$ cat src/design/fbpa_pkg.sv
`timescale 1ns / 1ps
// Package for the fixed block pool allocator: field widths, action, status and
// register codes, and the control word shared by the stack slots. No dependencies.
package fbpa_pkg;

    localparam int DEFAULT_MAX_BLOCKS = 256;

    localparam int ADDR_W     = 32;
    localparam int SIZE_W     = 16;
    localparam int COUNT_W    = 9;
    localparam int ACTION_W   = 2;
    localparam int STATUS_W   = 2;
    localparam int CFG_IDX_W  = 2;
    localparam int CFG_DATA_W = 32;

    localparam int IN_TDATA_W  = 40;
    localparam int OUT_TDATA_W = 40;

    // Request kinds.
    localparam logic [ACTION_W-1:0] ACT_ALLOC = 2'd0;
    localparam logic [ACTION_W-1:0] ACT_FREE  = 2'd1;
    localparam logic [ACTION_W-1:0] ACT_RESET = 2'd2;

    // Result status codes.
    localparam logic [STATUS_W-1:0] STAT_OK        = 2'd0;
    localparam logic [STATUS_W-1:0] STAT_EXHAUSTED = 2'd1;
    localparam logic [STATUS_W-1:0] STAT_UNDERFLOW = 2'd2;
    localparam logic [STATUS_W-1:0] STAT_OUTSIDE   = 2'd3;

    // Configuration register indexes.
    localparam logic [CFG_IDX_W-1:0] REG_POOL_BASE   = 2'd0;
    localparam logic [CFG_IDX_W-1:0] REG_BLOCK_BYTES = 2'd1;
    localparam logic [CFG_IDX_W-1:0] REG_BLOCKS_USED = 2'd2;

    // Moves applied to every slot of the free index stack in the same cycle.
    typedef struct packed {
        logic load_init;  // slot i takes the value i
        logic shift_up;   // push: slot i takes slot i-1, slot 0 takes the pushed index
        logic shift_dn;   // pop: slot i takes slot i+1
    } slot_ctrl_t;

endpackage

$ cat src/design/fbpa_div.sv
`timescale 1ns / 1ps
// Restoring divider, one quotient bit per cycle, for address offset / block size.
// Depends on fbpa_pkg for the address and size widths.
module fbpa_div (
    input  logic                        clk,
    input  logic                        rst_n,
    input  logic                        start,
    input  logic [fbpa_pkg::ADDR_W-1:0] dividend,
    input  logic [fbpa_pkg::SIZE_W-1:0] divisor,
    output logic                        done,
    output logic [fbpa_pkg::ADDR_W-1:0] quotient
);
    import fbpa_pkg::*;

    localparam int CNT_W = $clog2(ADDR_W);

    logic              busy_reg;
    logic              done_reg;
    logic [CNT_W-1:0]  cnt_reg;
    logic [SIZE_W-1:0] rem_reg;
    logic [ADDR_W-1:0] quo_reg;
    logic [SIZE_W-1:0] den_reg;

    logic [SIZE_W:0]   trial;
    logic              fits;
    logic [SIZE_W-1:0] rem_next;
    logic [ADDR_W-1:0] quo_next;

    always_comb
    begin
        trial    = {rem_reg, quo_reg[ADDR_W-1]};
        fits     = (trial >= {1'b0, den_reg});
        rem_next = fits ? SIZE_W'(trial - {1'b0, den_reg}) : trial[SIZE_W-1:0];
        quo_next = {quo_reg[ADDR_W-2:0], fits};
    end

    always_ff @(posedge clk or negedge rst_n)
    begin
        if (!rst_n)
        begin
            busy_reg <= 1'b0;
            done_reg <= 1'b0;
            cnt_reg  <= '0;
        end
        else
        begin
            done_reg <= 1'b0;
            if (start)
            begin
                busy_reg <= 1'b1;
                cnt_reg  <= '0;
            end
            else if (busy_reg)
            begin
                cnt_reg <= cnt_reg + 1'b1;
                if (cnt_reg == CNT_W'(ADDR_W - 1))
                begin
                    busy_reg <= 1'b0;
                    done_reg <= 1'b1;
                end
            end
        end
    end

    always_ff @(posedge clk)
    begin
        if (start)
        begin
            rem_reg <= '0;
            quo_reg <= dividend;
            den_reg <= divisor;
        end
        else if (busy_reg)
        begin
            rem_reg <= rem_next;
            quo_reg <= quo_next;
        end
    end

    assign done     = done_reg;
    assign quotient = quo_reg;

endmodule

$ cat config.mk
export PLATFORM = sky130hd
export DESIGN_NAME = fbpa_div
export DESIGN_NICKNAME = d
export VERILOG_FILES = /design/src/design/fbpa_pkg.sv /design/src/design/fbpa_div.sv
export SDC_FILE = /design/constraint.sdc
export NUM_CORES = 1
export LEC_CHECK = 0
export ABC_CLOCK_PERIOD_IN_PS = 7160
export BUFFER_PORTS_ARGS = -buffer_cell sky130_fd_sc_hd__buf_2
export CORE_ASPECT_RATIO = 2
export CORE_MARGIN = 2
export CORE_UTILIZATION = 55
export DETAILED_ROUTE_END_ITERATION = 7
export GPL_ROUTABILITY_DRIVEN = 0
export PLACE_DENSITY = 0.81
export SLEW_MARGIN = 5
export SYNTH_ARGS = -nofsm -noshare
export SYNTH_HDL_FRONTEND = slang
export SYNTH_SLANG_ARGS = --single-unit
$ cat constraint.sdc
create_clock -name clk -period 7.16 [get_ports clk]
set_clock_uncertainty 0.1 [all_clocks]
set_input_delay 1.432 -clock clk [delete_from_list [all_inputs] [get_ports clk]]
set_output_delay 1.432 -clock clk [all_outputs]
set_load 0.02 [all_outputs]
# Word-level counts from Yosys, hierarchy flattened
# Index checks and enable logic that the tools add are counted.
# totals
ff_bits,71
latchBits,0
ram_bits,0
mem_bits_ro,0
input_bits,51
output_inout_bits,33
wordCells,22
memories,0
# op_classes
add_sub_neg,2
mul,0
div,0
n_lt_le_gt_ge,1
eq_ne,1
n_shift,0
muxes,11
n_bitwise,0
reduce_logical,1
# op_table
operator,count
$mux 32,2
$ge 17x16->1,1
$mux 16,1
$sub 16x16->16,1
$mux 5,2
$mux 1,6
$add 5x1->5 const B,1
$eq 5x5->1 const B,1
$reduce_bool 2->1,1

# Depth between registers and ports, before layout
# logic_depth
depth_word,4
depth_mapped,11
ltp_nobuf,10

# Worst setup path after synthesis
# OpenSTA, ideal clock, no wires.
# synth_path
kind,input port to flip-flop
from,input start
to,"register quo_reg[0], in the netlist quotient[0], enable pin"
setup_time_ns,0.387
arrival_time_ns,2.424
required_ns,6.673
slack_ns,4.250
cell_stages,3
n_path_buf,1
path_cell_list,clkbuf_1 -> nor2_1 -> inv_1
# synth_via
elab_chain_cells,1
# synth_rtl
item,line,rtl
start: declaration,fbpa_div.sv:7,"input logic start,"
$reduce_bool 2->1 (no line),--,
end signal: assignment,fbpa_div.sv:70,quo_reg <= dividend;
end signal: assignment,fbpa_div.sv:76,quo_reg <= quo_next;
end: declaration,fbpa_div.sv:21,logic [ADDR_W-1:0] quo_reg;
# Every way passes these cells.
# A chain may end at the register's enable or synchronous reset.

# Worst setup path in the final report
# layout_path
from,input start
to,"register quo_reg[1], in the netlist quotient[1], enable pin"
# Same word-level chain as after synthesis.

==> flow_metrics.tcl <==
set metrics [dict create \
    status "completed" \
    crit_fanout 70 \
    synth_area_sq_um 3710 \
    dp_hpwl_mm 5.54 \
    cp_top_family "buffers and inverters" \
    cts-buffers-inserted 9 \
    synth_compound_area_share_pct 11.3 \
    path_class "primary input to flop" \
    grt_max_degree 71 \
    netlist-cell-type-count 50 \
    finalNonFillerCells 487 \
    ir_worst_vdd_mv 0.210 \
    cts_resized 0 \
    clock_path_buffers 2 \
    synth_top_area_share_pct 38.9 \
    synthTopCellsByArea "edfxtp_1 (39%), mux2_2 (9.7%), dfxtp_1 (8.6%)" \
    fp-row-count 42 \
    synth.avg_cell_area_sq_um 11.9 \
    crit_required_ps 7020 \
    ys_warn_count 0 \
    seq_area_frac_synth_pct 52.2 \
    crit_path_cell_trace "buf_2 > buf_4 > nor2_1 > inv_1" \
    setup_tns_ps 0 \
    synthAdderAreaFrac_pct 6.61 \
    tritoncts "done" \
    synthCells 311 \
    tightest_slew_ps 1150 \
    critPathLaunchType "primary input" \
    cp.arrival_ps 3310 \
    viasPerCell 5.49 \
    core_area_sq_um 6570 \
    synth_mux_area_share_pct 13.2 \
    ant_nets 0 \
    synth_top_family_by_area "multiplexers" \
    overflow 0 \
    grt_usage_pct 23.1 \
    ys_seq_elements 71 \
    die_area_sq_um 7460 \
    postCtsHoldBufs 0 \
    maxSlewHeadroom_pct 23.2 \
    drc 0 \
    antennaDiodeCount 0 \
    clk_latency_ps 340 \
    htree_levels 3 \
    synthFlopType "edfxtp_1" \
    min_path_type "flop to flop" \
    yosys.area_share.simple_pct 9.11 \
    rsz0062_at_grt "no" \
    pin_count 84 \
    antenna_found_initial 0 \
    root_buffer "clkbuf_16" \
    largest_register_ffs 32 \
    setup_viol 0 \
    hold_viol 0 \
    synthArstFlopShare_pct 9.86 \
    max_freq_mhz 290 \
    drtIter0Drc 96 \
    clkTransAtPathRegs_ps 50 \
    syn_to_final_growth_pct 20.8 \
    timing.final.crit_period_ps 3450 \
    synth_top_area_cell "edfxtp_1" \
    cap_viol_max_count 0 \
    dp_cells 471 \
    synth_nets 381 \
    start_util_pct 56.5 \
    drt_wl_total_mm 7.58 \
    critPathSlowestCell "inv_1" \
    vias 2676 \
    critical_path.endpoint_type "flop" \
    io_buffers 83 \
    grt_pass1_vias 2796 \
    synth_edf_count 48 \
    synth_xor_area_share_pct 3.78 \
    fp.dieH_um 120 \
    die_w_um 62.1 \
    max_stage_delay_ps 900 \
    wl_per_cell_um 15.6 \
    p_leak_nw 2.01 \
    grt_first_pass_wirelength_mm 12.6 \
    drt_first_pass_iters 4 \
    period_share_pct 48.2 \
    post_cts.repair.setup_buffers 0 \
    drive_above_1_share_pct 34.3 \
    slew_violations 0 \
    fin_nets 464 \
    critPathBufInv 3 \
    power_density_nw_per_um2 347 \
    cts_num_sinks 71 \
]
-- cells in the final DEF (no fill, tap or decap), types with 7 or more instances in the layout --
cell,instances
a211oi_1,12
a21oi_1,13
buf_2,83
clkbuf_16,9
dfrtp_1,7
dfxtp_1,16
edfxtp_1,48
ha_1,18
inv_1,21
mux2_2,32
mux2i_1,13
nand2_1,11
nor2_1,31
xnor2_1,11
-- cell type report --
type                       instances  area, sq um
clock inverter                     4         47.5
inverter                          21         78.8
sequential                        71         1940
clock buffer                      12          236
tap                               88          110
multi-input combinational        205         1630
timing repair buffer              86          438
fill                             489         2090
-- worst min-delay path, stage by stage (launching register included) --
cell and delay, ps:
dfxtp_1 320, nor2_1 90, a211oi_1 50
-- through the flow --
stage / worst slack (ps) / hold slack [ps] / util, % / total power [mW] / cell area, sq um
floorplan: 4250 / 364 / - / 0.999 / 3710
global placement: 3390 / 393 / 63.9 / 1.11 / 4200
detailed placement: 3340 / 401 / 63.9 / 1.12 / 4200
CTS: 3680 / 407 / 68.2 / 1.56 / 4480
global route: 3480 / 429 / 68.2 / 1.64 / 4480
finish: 3710 / 408 / 68.2 / 1.55 / 4480
-- synth_stat cells, types with 4 or more instances --
master    number
a211oi_1      12
a21o_1         5
a21oi_1       13
clkbuf_1      11
dfrtp_1        7
dfxtp_1       16
edfxtp_1      48
ha_1          18
inv_1         21
mux2_2        32
mux2i_1       13
nand2_1       11
nand2b_1       5
nand3_1        6
nand4_1        4
nor2_1        31
xnor2_1       11
xor2_1         5
-- metal layers --
| metal | track usage (%) | routed length (um) | vias up | share of wire (%) |
|---|---|---|---|---|
| li1 | - | - | 1317 | - |
| met1 | 26.0 | 2780 | 1263 | 37 |
| met2 | 38.6 | 4270 | 83 | 56 |
| met3 | 6.25 | 350 | 13 | 4.6 |
| met4 | 10.4 | 174 | 0 | 2.3 |
| met5 | 0 | 0 | - | 0 |
-- report_power, final --
group | internal [mW] | total, mW | switching, mW
registers | 0.514 | 0.565 | 0.0508
clock network | 0.269 | 0.433 | 0.165
logic | 0.254 | 0.555 | 0.301
-- kinds of logic after synthesis --
kind of cell / Yosys count
flip-flops: 71
AO/OA/AOI/OAI: 55
XOR/XNOR: 16
adder cells (fa/ha/maj): 19
buffers and inverters: 35
AND/OR/NAND/NOR: 70
multiplexers: 45
-- path summary, 6_finish.rpt --
path / start / end / cells past startpoint / slack [ps]
max reg2reg: rem_reg[5] / rem_reg[0] / 9 / 3810
max in group asynchronous: rst_n / busy_reg / 1 / 5990
min in group asynchronous: rst_n / cnt_reg[0] / 1 / 820
min: rem_reg[7] / rem_reg[7] / 2 / 410
min reg2reg: rem_reg[7] / rem_reg[7] / 2 / 410
max: start / quotient[1] / 4 / 3710
Power figures use the tool's default switching activity.
