$ cat src/design/fbpa_pkg.sv
`timescale 1ns / 1ps
// Package for the fixed block pool allocator: field widths, action, status and
// register codes, and the control word shared by the stack slots. No dependencies.
package fbpa_pkg;

    localparam int DEFAULT_MAX_BLOCKS = 256;

    localparam int ADDR_W     = 32;
    localparam int SIZE_W     = 16;
    localparam int COUNT_W    = 9;
    localparam int ACTION_W   = 2;
    localparam int STATUS_W   = 2;
    localparam int CFG_IDX_W  = 2;
    localparam int CFG_DATA_W = 32;

    localparam int IN_TDATA_W  = 40;
    localparam int OUT_TDATA_W = 40;

    // Request kinds.
    localparam logic [ACTION_W-1:0] ACT_ALLOC = 2'd0;
    localparam logic [ACTION_W-1:0] ACT_FREE  = 2'd1;
    localparam logic [ACTION_W-1:0] ACT_RESET = 2'd2;

    // Result status codes.
    localparam logic [STATUS_W-1:0] STAT_OK        = 2'd0;
    localparam logic [STATUS_W-1:0] STAT_EXHAUSTED = 2'd1;
    localparam logic [STATUS_W-1:0] STAT_UNDERFLOW = 2'd2;
    localparam logic [STATUS_W-1:0] STAT_OUTSIDE   = 2'd3;

    // Configuration register indexes.
    localparam logic [CFG_IDX_W-1:0] REG_POOL_BASE   = 2'd0;
    localparam logic [CFG_IDX_W-1:0] REG_BLOCK_BYTES = 2'd1;
    localparam logic [CFG_IDX_W-1:0] REG_BLOCKS_USED = 2'd2;

    // Moves applied to every slot of the free index stack in the same cycle.
    typedef struct packed {
        logic load_init;  // slot i takes the value i
        logic shift_up;   // push: slot i takes slot i-1, slot 0 takes the pushed index
        logic shift_dn;   // pop: slot i takes slot i+1
    } slot_ctrl_t;

endpackage

$ cat src/design/fbpa_slot.sv
`timescale 1ns / 1ps
// One slot of the shifting free index stack.
// Depends on fbpa_pkg for the slot control word.
module fbpa_slot #(
    parameter int IW   = 8,
    parameter int SLOT = 0
) (
    input  logic                   clk,
    input  logic                   rst_n,
    input  fbpa_pkg::slot_ctrl_t   ctrl,
    input  logic [IW-1:0]          from_below,
    input  logic [IW-1:0]          from_above,
    output logic [IW-1:0]          value
);
    import fbpa_pkg::*;

    logic [IW-1:0] value_reg;

    always_ff @(posedge clk or negedge rst_n)
    begin
        if (!rst_n)
        begin
            value_reg <= IW'(SLOT);
        end
        else
        begin
            priority if (ctrl.load_init)
            begin
                value_reg <= IW'(SLOT);
            end
            else if (ctrl.shift_up)
            begin
                value_reg <= from_below;
            end
            else if (ctrl.shift_dn)
            begin
                value_reg <= from_above;
            end
        end
    end

    assign value = value_reg;

endmodule

$ cat config.mk
export PLATFORM = sky130hd
export DESIGN_NAME = fbpa_slot
export DESIGN_NICKNAME = d
export VERILOG_FILES = /design/src/design/fbpa_pkg.sv /design/src/design/fbpa_slot.sv
export SDC_FILE = /design/constraint.sdc
export NUM_CORES = 1
export LEC_CHECK = 0
export BUFFER_PORTS_ARGS = -buffer_cell sky130_fd_sc_hd__buf_2
export CORE_AREA = 2 2 39 41
export CTS_CLUSTER_SIZE = 30
export DETAILED_ROUTE_END_ITERATION = 16
export DIE_AREA = 0 0 41 43
export PLACE_DENSITY_LB_ADDON = 0.15
export SYNTH_ARGS = -nofsm -noshare
export SYNTH_HDL_FRONTEND = slang
export SYNTH_SLANG_ARGS = --single-unit
export TNS_END_PERCENT = 10
$ cat constraint.sdc
create_clock -name clk -period 0.9 [get_ports clk]
set_input_delay 0.18 -clock clk [delete_from_list [all_inputs] [get_ports clk]]
set_output_delay 0.18 -clock clk [all_outputs]
set_load 0.02 [all_outputs]
# Word level (Yosys, flattened, before mapping)
# Index checks and enable logic that the tools add are counted.
# classes
mux,3
n_reduce_logical,1
# ops
operator,n
two-way mux 8 bit,3
nonzero test 3 bit,1
# word_totals
register_bits,8
input_bits,21
out_inout_bits,8
word_cells,5

# Longest topological paths before layout
# Gate-level depths: netlist of run 1.
# depth
ltp_word,3
depth_mapped,3
mapped_depth_nobuf,2

# Least setup slack after synthesis of run 1
# OpenSTA, ideal clock, no wires.
# synth_path
kind,register to register
startpoint,register value[0] (netlist name)
endpoint,"register value_reg[0], in the netlist value[0]"
setup_ns,0.094
t_arrival_ns,0.729
t_required_ns,0.806
path_slack_ns,0.077
path_stages_with_launch,3
path_buffers,0
period_less_slack_ns,0.823
cell_sequence,dfrtp_1 mux2i_1 a211oi_1
# synth_lines
item,line_no,source
to (signal assigned),fbpa_slot.sv:23,value_reg <= IW'(SLOT);
to (signal assigned),fbpa_slot.sv:29,value_reg <= IW'(SLOT);
to (signal assigned),fbpa_slot.sv:33,value_reg <= from_below;
to (decl),fbpa_slot.sv:17,logic [IW-1:0] value_reg;

# Worst setup path after layout of run 1
# layout_path
startpoint,"register value_reg[6], in the netlist value[6]"
endpoint,output value[6]
# layout_lines
item,line_no,source
to (decl),fbpa_slot.sv:13,output logic [IW-1:0] value
# No word-level cell between the ends.

==> flow_summary.json, run 1 <==
{
  "status": "finished with violations",
  "violations": "setup timing",
  "fill_cells": 127,
  "initial_core_util_pct": 29.57,
  "rsz0062_at_grt": "true",
  "syn_nets": 56,
  "antenna_found_initial": 0,
  "p_total_w": 0.0008954,
  "post-route-period-util_pct": 107.6,
  "first_iter_violations": 3,
  "yosysWarnings": 0,
  "die-area_mm2": 0.001763,
  "cap_viol_max_count": 0,
  "clk_latency_ns": 0.25,
  "clock-root-buffer": "clkbuf_4",
  "synth_seq_area_share_pct": 48.93,
  "crit_buf_inv": 1,
  "slowest_stage": "dfrtp_1",
  "rrSetupSlack_ns": 0.05,
  "setup_viol": 8,
  "min_path_type": "primary input to flip-flop",
  "path_delay_family": "flip-flops",
  "grt_use_total_pct": 11.22,
  "fin_ws_ns": -0.06856,
  "clock_skew_ns": 0,
  "gp_congestion": 0.5895,
  "final_core_util_pct": 45.66,
  "largest_reg_flops": 8,
  "fp.dieW_um": 41,
  "ant_nets": 0,
  "criticalPathCategory": "flip-flop to primary output",
  "grt_first_pass_wirelength_um": 1304,
  "diodes": 0,
  "core_mm2": 0.001384,
  "synth_common_cells": "8 x a211oi_1, 8 x dfrtp_1, 8 x mux2i_1, 8 x nor2b_1",
  "synth.avg_cell_area_um2": 11.69,
  "viasPerCell": 4.573,
  "fmax_mhz": 1032,
  "synth_cell_types": 7,
  "clk_pin_slew_ns": 0.06,
  "worstPathArrival_ns": 0.79,
  "postSynthCellCount": 35,
  "die-height_um": 43,
  "critPathMaxFanout": 2,
  "hold_viol_final": 0,
  "p_leak_nw": 0.3283,
  "timing.hold.ws_ns": 0.2010,
  "grt_pass1_vias": 334,
  "slowest_delay_ns": 0.40,
  "post_synth_instance_area_um2": 409.1,
  "area_growth_pct": 54.43,
  "worst_setup_path_start_kind": "flip-flop",
  "drive_above_1_share_pct": 50.00,
  "wirelength_um": 961,
  "vias": 375,
  "path_cells": "buf_6",
  "drc": 0,
  "powerDensity_mw_per_mm2": 1417,
  "h-tree-depth": 1,
  "row_count": 14,
  "dr.pass1.iters": 4,
  "cts_tree": "yes",
  "synth_top_area_share_pct": 48.93,
  "yosysTopAreaCell": "dfrtp_1",
  "cts_buffer_depth": 2,
  "clock_sinks": 8,
  "end_kind": "primary output",
  "ys_seq_elements": 8,
  "vdd_drop_max_uv": 670.1,
  "multi_input_area_um2": 190.2,
  "regArea_um2": 200.2,
  "wl_per_cell_um": 11.72,
  "async_flop_share_pct": 100.0,
  "tightest_slew_ns": 0.2371,
  "max-slew-margin-rel_pct": 84.20,
  "synth_flop_cell": "dfrtp_1",
  "layout.nets": 89,
  "fin_crit_ns": 0.9686,
  "synth-edff-count": 0,
  "drv_slew": 0,
  "grt_max_degree": 10,
  "cts_buffers": 3,
  "required_ns": 0.72,
  "grt_overflow": 0,
  "port_buffers": 28,
  "ioPinCount": 29,
  "synth.area.top_cells": "dfrtp_1 49%, mux2i_1 20%, a211oi_1 15%"
}
-- metal layers --
layer	vias to the layer above	GRT usage [%]	wire, µm
li1	193	-	-
met1	163	11.84	429
met2	17	17.81	449
met3	2	3.141	77
met4	0	8.000	4
met5	-	0	0
-- cell usage in the layout, fill, tap and decap left out --
cell type | netlist | layout
buf_2 | 0 | 22
mux2i_1 | 8 | 8
nor2b_1 | 8 | 8
a211oi_1 | 8 | 8
dfrtp_1 | 8 | 8
buf_6 | 1 | 6
clkbuf_4 | 0 | 3
inv_2 | 1 | 1
dlygate4sd3_1 | 0 | 1
buf_4 | 0 | 1
-- kinds of logic after synthesis --
group / Yosys count / share of synthesized area (%)
compound gates: 8 / 14.68
simple gates: 8 / 12.23
flops: 8 / 48.93
buf+inv: 3 / 4.585
mux: 8 / 19.57
-- stage by stage --
| stage | cells | setup TNS (ns) | setup slack, ns | area, µm² |
|---|---|---|---|---|
| 5_1_grt | 82 | -0.5874 | -0.07770 | 631.9 |
| 4_1_cts | 82 | -0.5349 | -0.07084 | 606.8 |
| 3_3_place_gp | 77 | 0 | 0.03281 | 554.3 |
| 6_report | 82 | -0.4295 | -0.06856 | 631.9 |
| 2_1_floorplan | 35 | 0 | 0.07698 | 409.1 |
| 3_5_place_dp | 77 | 0 | 0.03082 | 554.3 |
-- power by group --
group	switching [W]	leakage, nW	internal, W	total (W)
logic	0.000103	0.212	0.000115	0.000218
registers	0.0000170	0.103	0.000386	0.000403
clock network	0.000122	0.0138	0.000153	0.000275
-- final timing paths --
check | startpoint | end | depth (start not counted)
min | ctrl[2] | value[1]$_DFFE_PN0P_ | 2
max reg2reg | value[2]$_DFFE_PN0P_ | value[2]$_DFFE_PN0P_ | 3
min reg2reg | value[0]$_DFFE_PN0P_ | value[0]$_DFFE_PN0P_ | 2
min in group asynchronous | rst_n | value[1]$_DFFE_PN0P_ | 2
max in group asynchronous | rst_n | value[7]$_DFFE_PN0P_ | 2
max | value[6]$_DFFE_PN0P_ | value[6] | 1
-- final cells by class --
cell class | instances | area share, %
sequential | 8 | 31.68
timing repair buffer | 30 | 30.89
multi-input combinational | 24 | 30.10
clock buffer | 3 | 3.564
tap | 16 | 3.168
inverter | 1 | 0.5941
-- repair_timing --
| action | in CTS | in global routing |
|---|---|---|
| endpoints found under the setup margin | 8 | 8 |
| setup buffers | 1 | 0 |
| gates resized for setup | 4 | 8 |
| hold buffers | 1 | 0 |
| hold endpoints to repair | 8 | 0 |
No activity file was read; power rests on OpenSTA's default activity.
==> run 2, diff against run 1 <==
--- a/config.mk
+++ b/config.mk
@@ -11,6 +11,7 @@
 export DETAILED_ROUTE_END_ITERATION = 16
 export DIE_AREA = 0 0 41 43
 export PLACE_DENSITY_LB_ADDON = 0.15
+export RECOVER_POWER = 25
 export SYNTH_ARGS = -nofsm -noshare
 export SYNTH_HDL_FRONTEND = slang
 export SYNTH_SLANG_ARGS = --single-unit
==> flow_summary.json, run 2 (same netlist as run 1, synthesis figures left out) <==
{
  "die-area_mm2": 0.001763,
  "rr_worst_depth": 3,
  "antenna_found_initial": 0,
  "row_count": 14,
  "cap_viol_max_count": 0,
  "clock_sinks": 8,
  "ioPinCount": 29,
  "worstPathArrival_ns": 0.79,
  "grt_max_degree": 10,
  "hold_viol_final": 0,
  "rsz0062_at_grt": "true",
  "ant_nets": 0,
  "area_growth_pct": 54.13,
  "layout.nets": 89,
  "layout_commonest_cell": "buf_2",
  "required_ns": 0.72,
  "viasPerCell": 4.573,
  "end_kind": "primary output",
  "regToRegStartpoint": "value[2]$_DFFE_PN0P_",
  "status": "finished with violations",
  "cp.depth": 1,
  "worst_setup_path_start_kind": "flip-flop",
  "first_iter_violations": 3,
  "violations": "setup timing",
  "drc": 0,
  "path_cells": "buf_6",
  "cts_buffer_depth": 2,
  "tightest_slew_ns": 0.4326,
  "wl_per_cell_um": 11.70,
  "layout_common_cells": "21 x buf_2, 8 x mux2i_1, 8 x nor2b_1, 8 x a211oi_1, 8 x dfrtp_1",
  "vias": 375,
  "r2r_end": "value[2]$_DFFE_PN0P_",
  "grt_use_total_pct": 11.22,
  "min_path_type": "primary input to flip-flop",
  "rrSetupSlack_ns": 0.05,
  "cts_tree": "yes",
  "setup_viol": 8,
  "max-slew-margin-rel_pct": 71.16,
  "fp.dieW_um": 41,
  "clock-root-buffer": "clkbuf_4",
  "p_total_w": 0.0008948,
  "grt_first_pass_wirelength_um": 1304,
  "slowest_delay_ns": 0.40,
  "fmax_mhz": 1032,
  "clock_skew_ns": 0,
  "hp-start": "ctrl[2]",
  "fin_crit_ns": 0.9686,
  "criticalPathCategory": "flip-flop to primary output",
  "drv_slew": 0,
  "p_leak_nw": 0.3256,
  "powerDensity_mw_per_mm2": 1419,
  "die-height_um": 43,
  "slowest_stage": "dfrtp_1",
  "gp_congestion": 0.5895,
  "critPathMaxFanout": 2,
  "diodes": 0,
  "h-tree-depth": 1,
  "fin_ws_ns": -0.06856,
  "startpoint": "value[6]$_DFFE_PN0P_",
  "core_mm2": 0.001384,
  "initial_core_util_pct": 29.57,
  "cts_buffers": 3,
  "timing.hold.ws_ns": 0.2010,
  "grt_overflow": 0,
  "clk_latency_ns": 0.25,
  "preCtsSetupSlack_ns": 0.03082,
  "port_buffers": 28,
  "clk_pin_slew_ns": 0.06,
  "grt_pass1_vias": 334,
  "post-route-period-util_pct": 107.6,
  "dr.pass1.iters": 4,
  "crit_buf_inv": 1,
  "worstSetupEndpoint": "value[6]",
  "vdd_drop_max_uv": 670.0,
  "largest_reg_flops": 8,
  "wirelength_um": 959,
  "path_delay_family": "flip-flops",
  "drive_above_1_share_pct": 48.48
}
## run 2: per-stage QoR
step | std cells | util, % | area [µm²] | TNS (ns)
6_report | 82 | 45.57 | 630.6 | -0.4295
3_3_place_gp | 77 | 40.05 | 554.3 | 0
4_1_cts | 82 | 43.85 | 606.8 | -0.5349
5_1_grt | 82 | 45.57 | 630.6 | -0.5874
2_1_floorplan | 35 | - | 409.1 | 0
3_5_place_dp | 77 | 40.05 | 554.3 | 0
## run 2: repair_timing
action	in CTS	in global routing
hold buffers	1	0
hold endpoints to repair	8	0
pin swaps	0	0
setup endpoints to repair	8	8
resized for setup	4	8
gates cloned	0	0
buffers inserted	1	0
## run 2: final cells by class
type / count / area, µm²
inverters: 1 / 3.754
repair buffers: 30 / 193.9
well taps: 16 / 20.02
clock buffers: 3 / 22.52
flip-flops and latches: 8 / 200.2
multi-input cells: 24 / 190.2
fillers: 128 / 753.2
## run 2: worst min path at each step
stage                                      end  depth (start not counted)  slack (ns)
after floorplan           value[0]$_DFFE_PN0P_                          0       -0.12
after global placement    value[3]$_DFFE_PN0P_                          1        0.03
after global routing      value[2]$_DFFE_PN0P_                          2        0.20
after CTS                 value[2]$_DFFE_PN0P_                          2        0.20
final                     value[1]$_DFFE_PN0P_                          2        0.20
after detailed placement  value[5]$_DFFE_PN0P_                          1        0.04
## run 2: routing by layer
metal  part of all wire (%)  routed length, µm  GRT usage [%]  vias up
met5                      0                  0              0        -
met4                   0.42                  4          8.000        0
met3                    8.0                 77          3.141        2
met2                     47                449          17.81       17
met1                     45                427          11.84      163
li1                       -                  -              -      193
## run 2: where the power goes
| group | switching, W | total, W | internal, W |
|---|---|---|---|
| clock network | 0.000122 | 0.000275 | 0.000153 |
| registers | 0.0000170 | 0.000403 | 0.000386 |
| logic | 0.000103 | 0.000217 | 0.000114 |
==> run 3, diff against run 2 <==
--- a/config.mk
+++ b/config.mk
@@ -12,6 +12,7 @@
 export DIE_AREA = 0 0 41 43
 export PLACE_DENSITY_LB_ADDON = 0.15
 export RECOVER_POWER = 25
+export SETUP_SLACK_MARGIN = 0.4
 export SYNTH_ARGS = -nofsm -noshare
 export SYNTH_HDL_FRONTEND = slang
 export SYNTH_SLANG_ARGS = --single-unit
==> flow_summary.json, run 3 (same netlist as run 1, synthesis figures left out) <==
{
  "criticalPathCategory": "flip-flop to primary output",
  "grt_overflow": 0,
  "drc": 0,
  "path_delay_family": "flip-flops",
  "post-route-period-util_pct": 107.4,
  "grt_pass1_vias": 302,
  "first_iter_violations": 0,
  "slowest_stage": "dfrtp_2",
  "violations": "hold timing, setup timing",
  "worst_setup_path_start_kind": "flip-flop",
  "postCtsSetupBuffers": 0,
  "cts_buffer_depth": 2,
  "layout_commonest_cell": "buf_2",
  "max-slew-margin-rel_pct": 71.69,
  "antenna_found_initial": 0,
  "dr.pass1.iters": 1,
  "clock_sinks": 8,
  "status": "finished with violations",
  "die-area_mm2": 0.001763,
  "cts_tree": "yes",
  "cts_buffers": 3,
  "wl_per_cell_um": 11.44,
  "core_mm2": 0.001384,
  "critPathMaxFanout": 2,
  "area_growth_pct": 55.35,
  "fmax_mhz": 1034,
  "powerDensity_mw_per_mm2": 1411,
  "h-tree-depth": 1,
  "clk_pin_slew_ns": 0.06,
  "grt_first_pass_wirelength_um": 1207,
  "clock_skew_ns": 0,
  "ant_nets": 0,
  "vdd_drop_max_uv": 694.4,
  "cap_viol_max_count": 0,
  "largest_reg_flops": 8,
  "hold_viol_final": 8,
  "gp_congestion": 0.6039,
  "vias": 370,
  "drv_slew": 0,
  "clk_latency_ns": 0.25,
  "grt_max_degree": 10,
  "grt_use_total_pct": 10.52,
  "slowest_delay_ns": 0.41,
  "row_count": 14,
  "fill_cells": 139,
  "initial_core_util_pct": 29.57,
  "worstPathArrival_ns": 0.79,
  "layout.nets": 87,
  "tightest_slew_ns": 0.4247,
  "rsz0062_at_grt": "true",
  "fp.dieW_um": 41,
  "clock-root-buffer": "clkbuf_4",
  "diodes": 0,
  "fin_crit_ns": 0.9668,
  "end_kind": "primary output",
  "rrSetupSlack_ns": 0.16,
  "port_buffers": 28,
  "ioPinCount": 29,
  "setup_tns_ns": -0.4763,
  "path_cells": "buf_6",
  "timing.hold.ws_ns": -0.1647,
  "p_leak_nw": 0.3084,
  "fin_area_um2": 635.6,
  "crit_buf_inv": 1,
  "viasPerCell": 4.625,
  "hpwlAfterDp_um": 710.1,
  "required_ns": 0.72,
  "setup_viol": 8,
  "placed_area_um2": 564.3,
  "fin_ws_ns": -0.06678,
  "wirelength_um": 915,
  "drive_above_1_share_pct": 60.94,
  "die-height_um": 43,
  "min_path_type": "primary input to async pin"
}
==> run 3: cell count changes in the layout (fill, tap and decap cells not counted), sizes merged <==
| cell | change |
|---|---|
| buf | -1 |
| dlygate4sd3 | -1 |
==> run 3: final cells by class <==
| cell class | instances | area, µm² | area share (%) |
|---|---|---|---|
| Clock buffer | 3 | 22.52 | 3.543 |
| Inverter | 1 | 3.754 | 0.5906 |
| Multi-Input combinational cell | 24 | 190.2 | 29.92 |
| Sequential cell | 8 | 210.2 | 33.07 |
| Tap cell | 16 | 20.02 | 3.150 |
| Timing Repair Buffer | 28 | 188.9 | 29.72 |
==> run 3: routing by layer <==
| layer | global-route usage (%) | vias up | routed length (µm) |
|---|---|---|---|
| li1 | - | 187 | - |
| met2 | 16.88 | 17 | 457 |
| met4 | 6.000 | 0 | 0 |
| met1 | 11.51 | 166 | 386 |
| met5 | 0 | - | 0 |
| met3 | 3.141 | 0 | 72 |
==> run 3: where the power goes <==
group / switching (W) / internal [W]
clock: 0.000120 / 0.000153
combinational: 0.000101 / 0.000115
sequential: 0.0000171 / 0.000390
==> run 3: repair_timing <==
| item | in CTS | in global routing |
|---|---|---|
| hold endpoints to repair | 8 | 8 |
| resized for setup | 16 | 0 |
| pin swaps | 8 | 8 |
| setup endpoints to repair | 16 | 16 |
==> run 3: worst paths after layout <==
kind                                             end  cells past startpoint            startpoint
worst min-delay path            value[4]$_DFFE_PN0P_                      1                 rst_n
max in group asynchronous       value[3]$_DFFE_PN0P_                      1                 rst_n
worst max-delay path                        value[1]                      1  value[1]$_DFFE_PN0P_
worst max register to register  value[6]$_DFFE_PN0P_                      2  value[6]$_DFFE_PN0P_
worst min register to register  value[2]$_DFFE_PN0P_                      2  value[2]$_DFFE_PN0P_
min in group clk                value[6]$_DFFE_PN0P_                      2               ctrl[2]
==> run 3: metrics by stage <==
step	cells	hold WS (ns)	worst slack, ns	total power (W)	util (%)
4_1_cts	80	-0.2376	-0.07630	0.0009128	46.02
6_report	80	-0.1647	-0.06678	0.0008968	45.93
3_3_place_gp	77	0.03200	0.03732	0.0005976	40.78
3_5_place_dp	77	0.03290	0.02993	0.0005979	40.78
2_1_floorplan	35	-0.1156	0.1371	0.0005150	-
5_1_grt	80	-0.1278	-0.09094	0.0009445	45.93
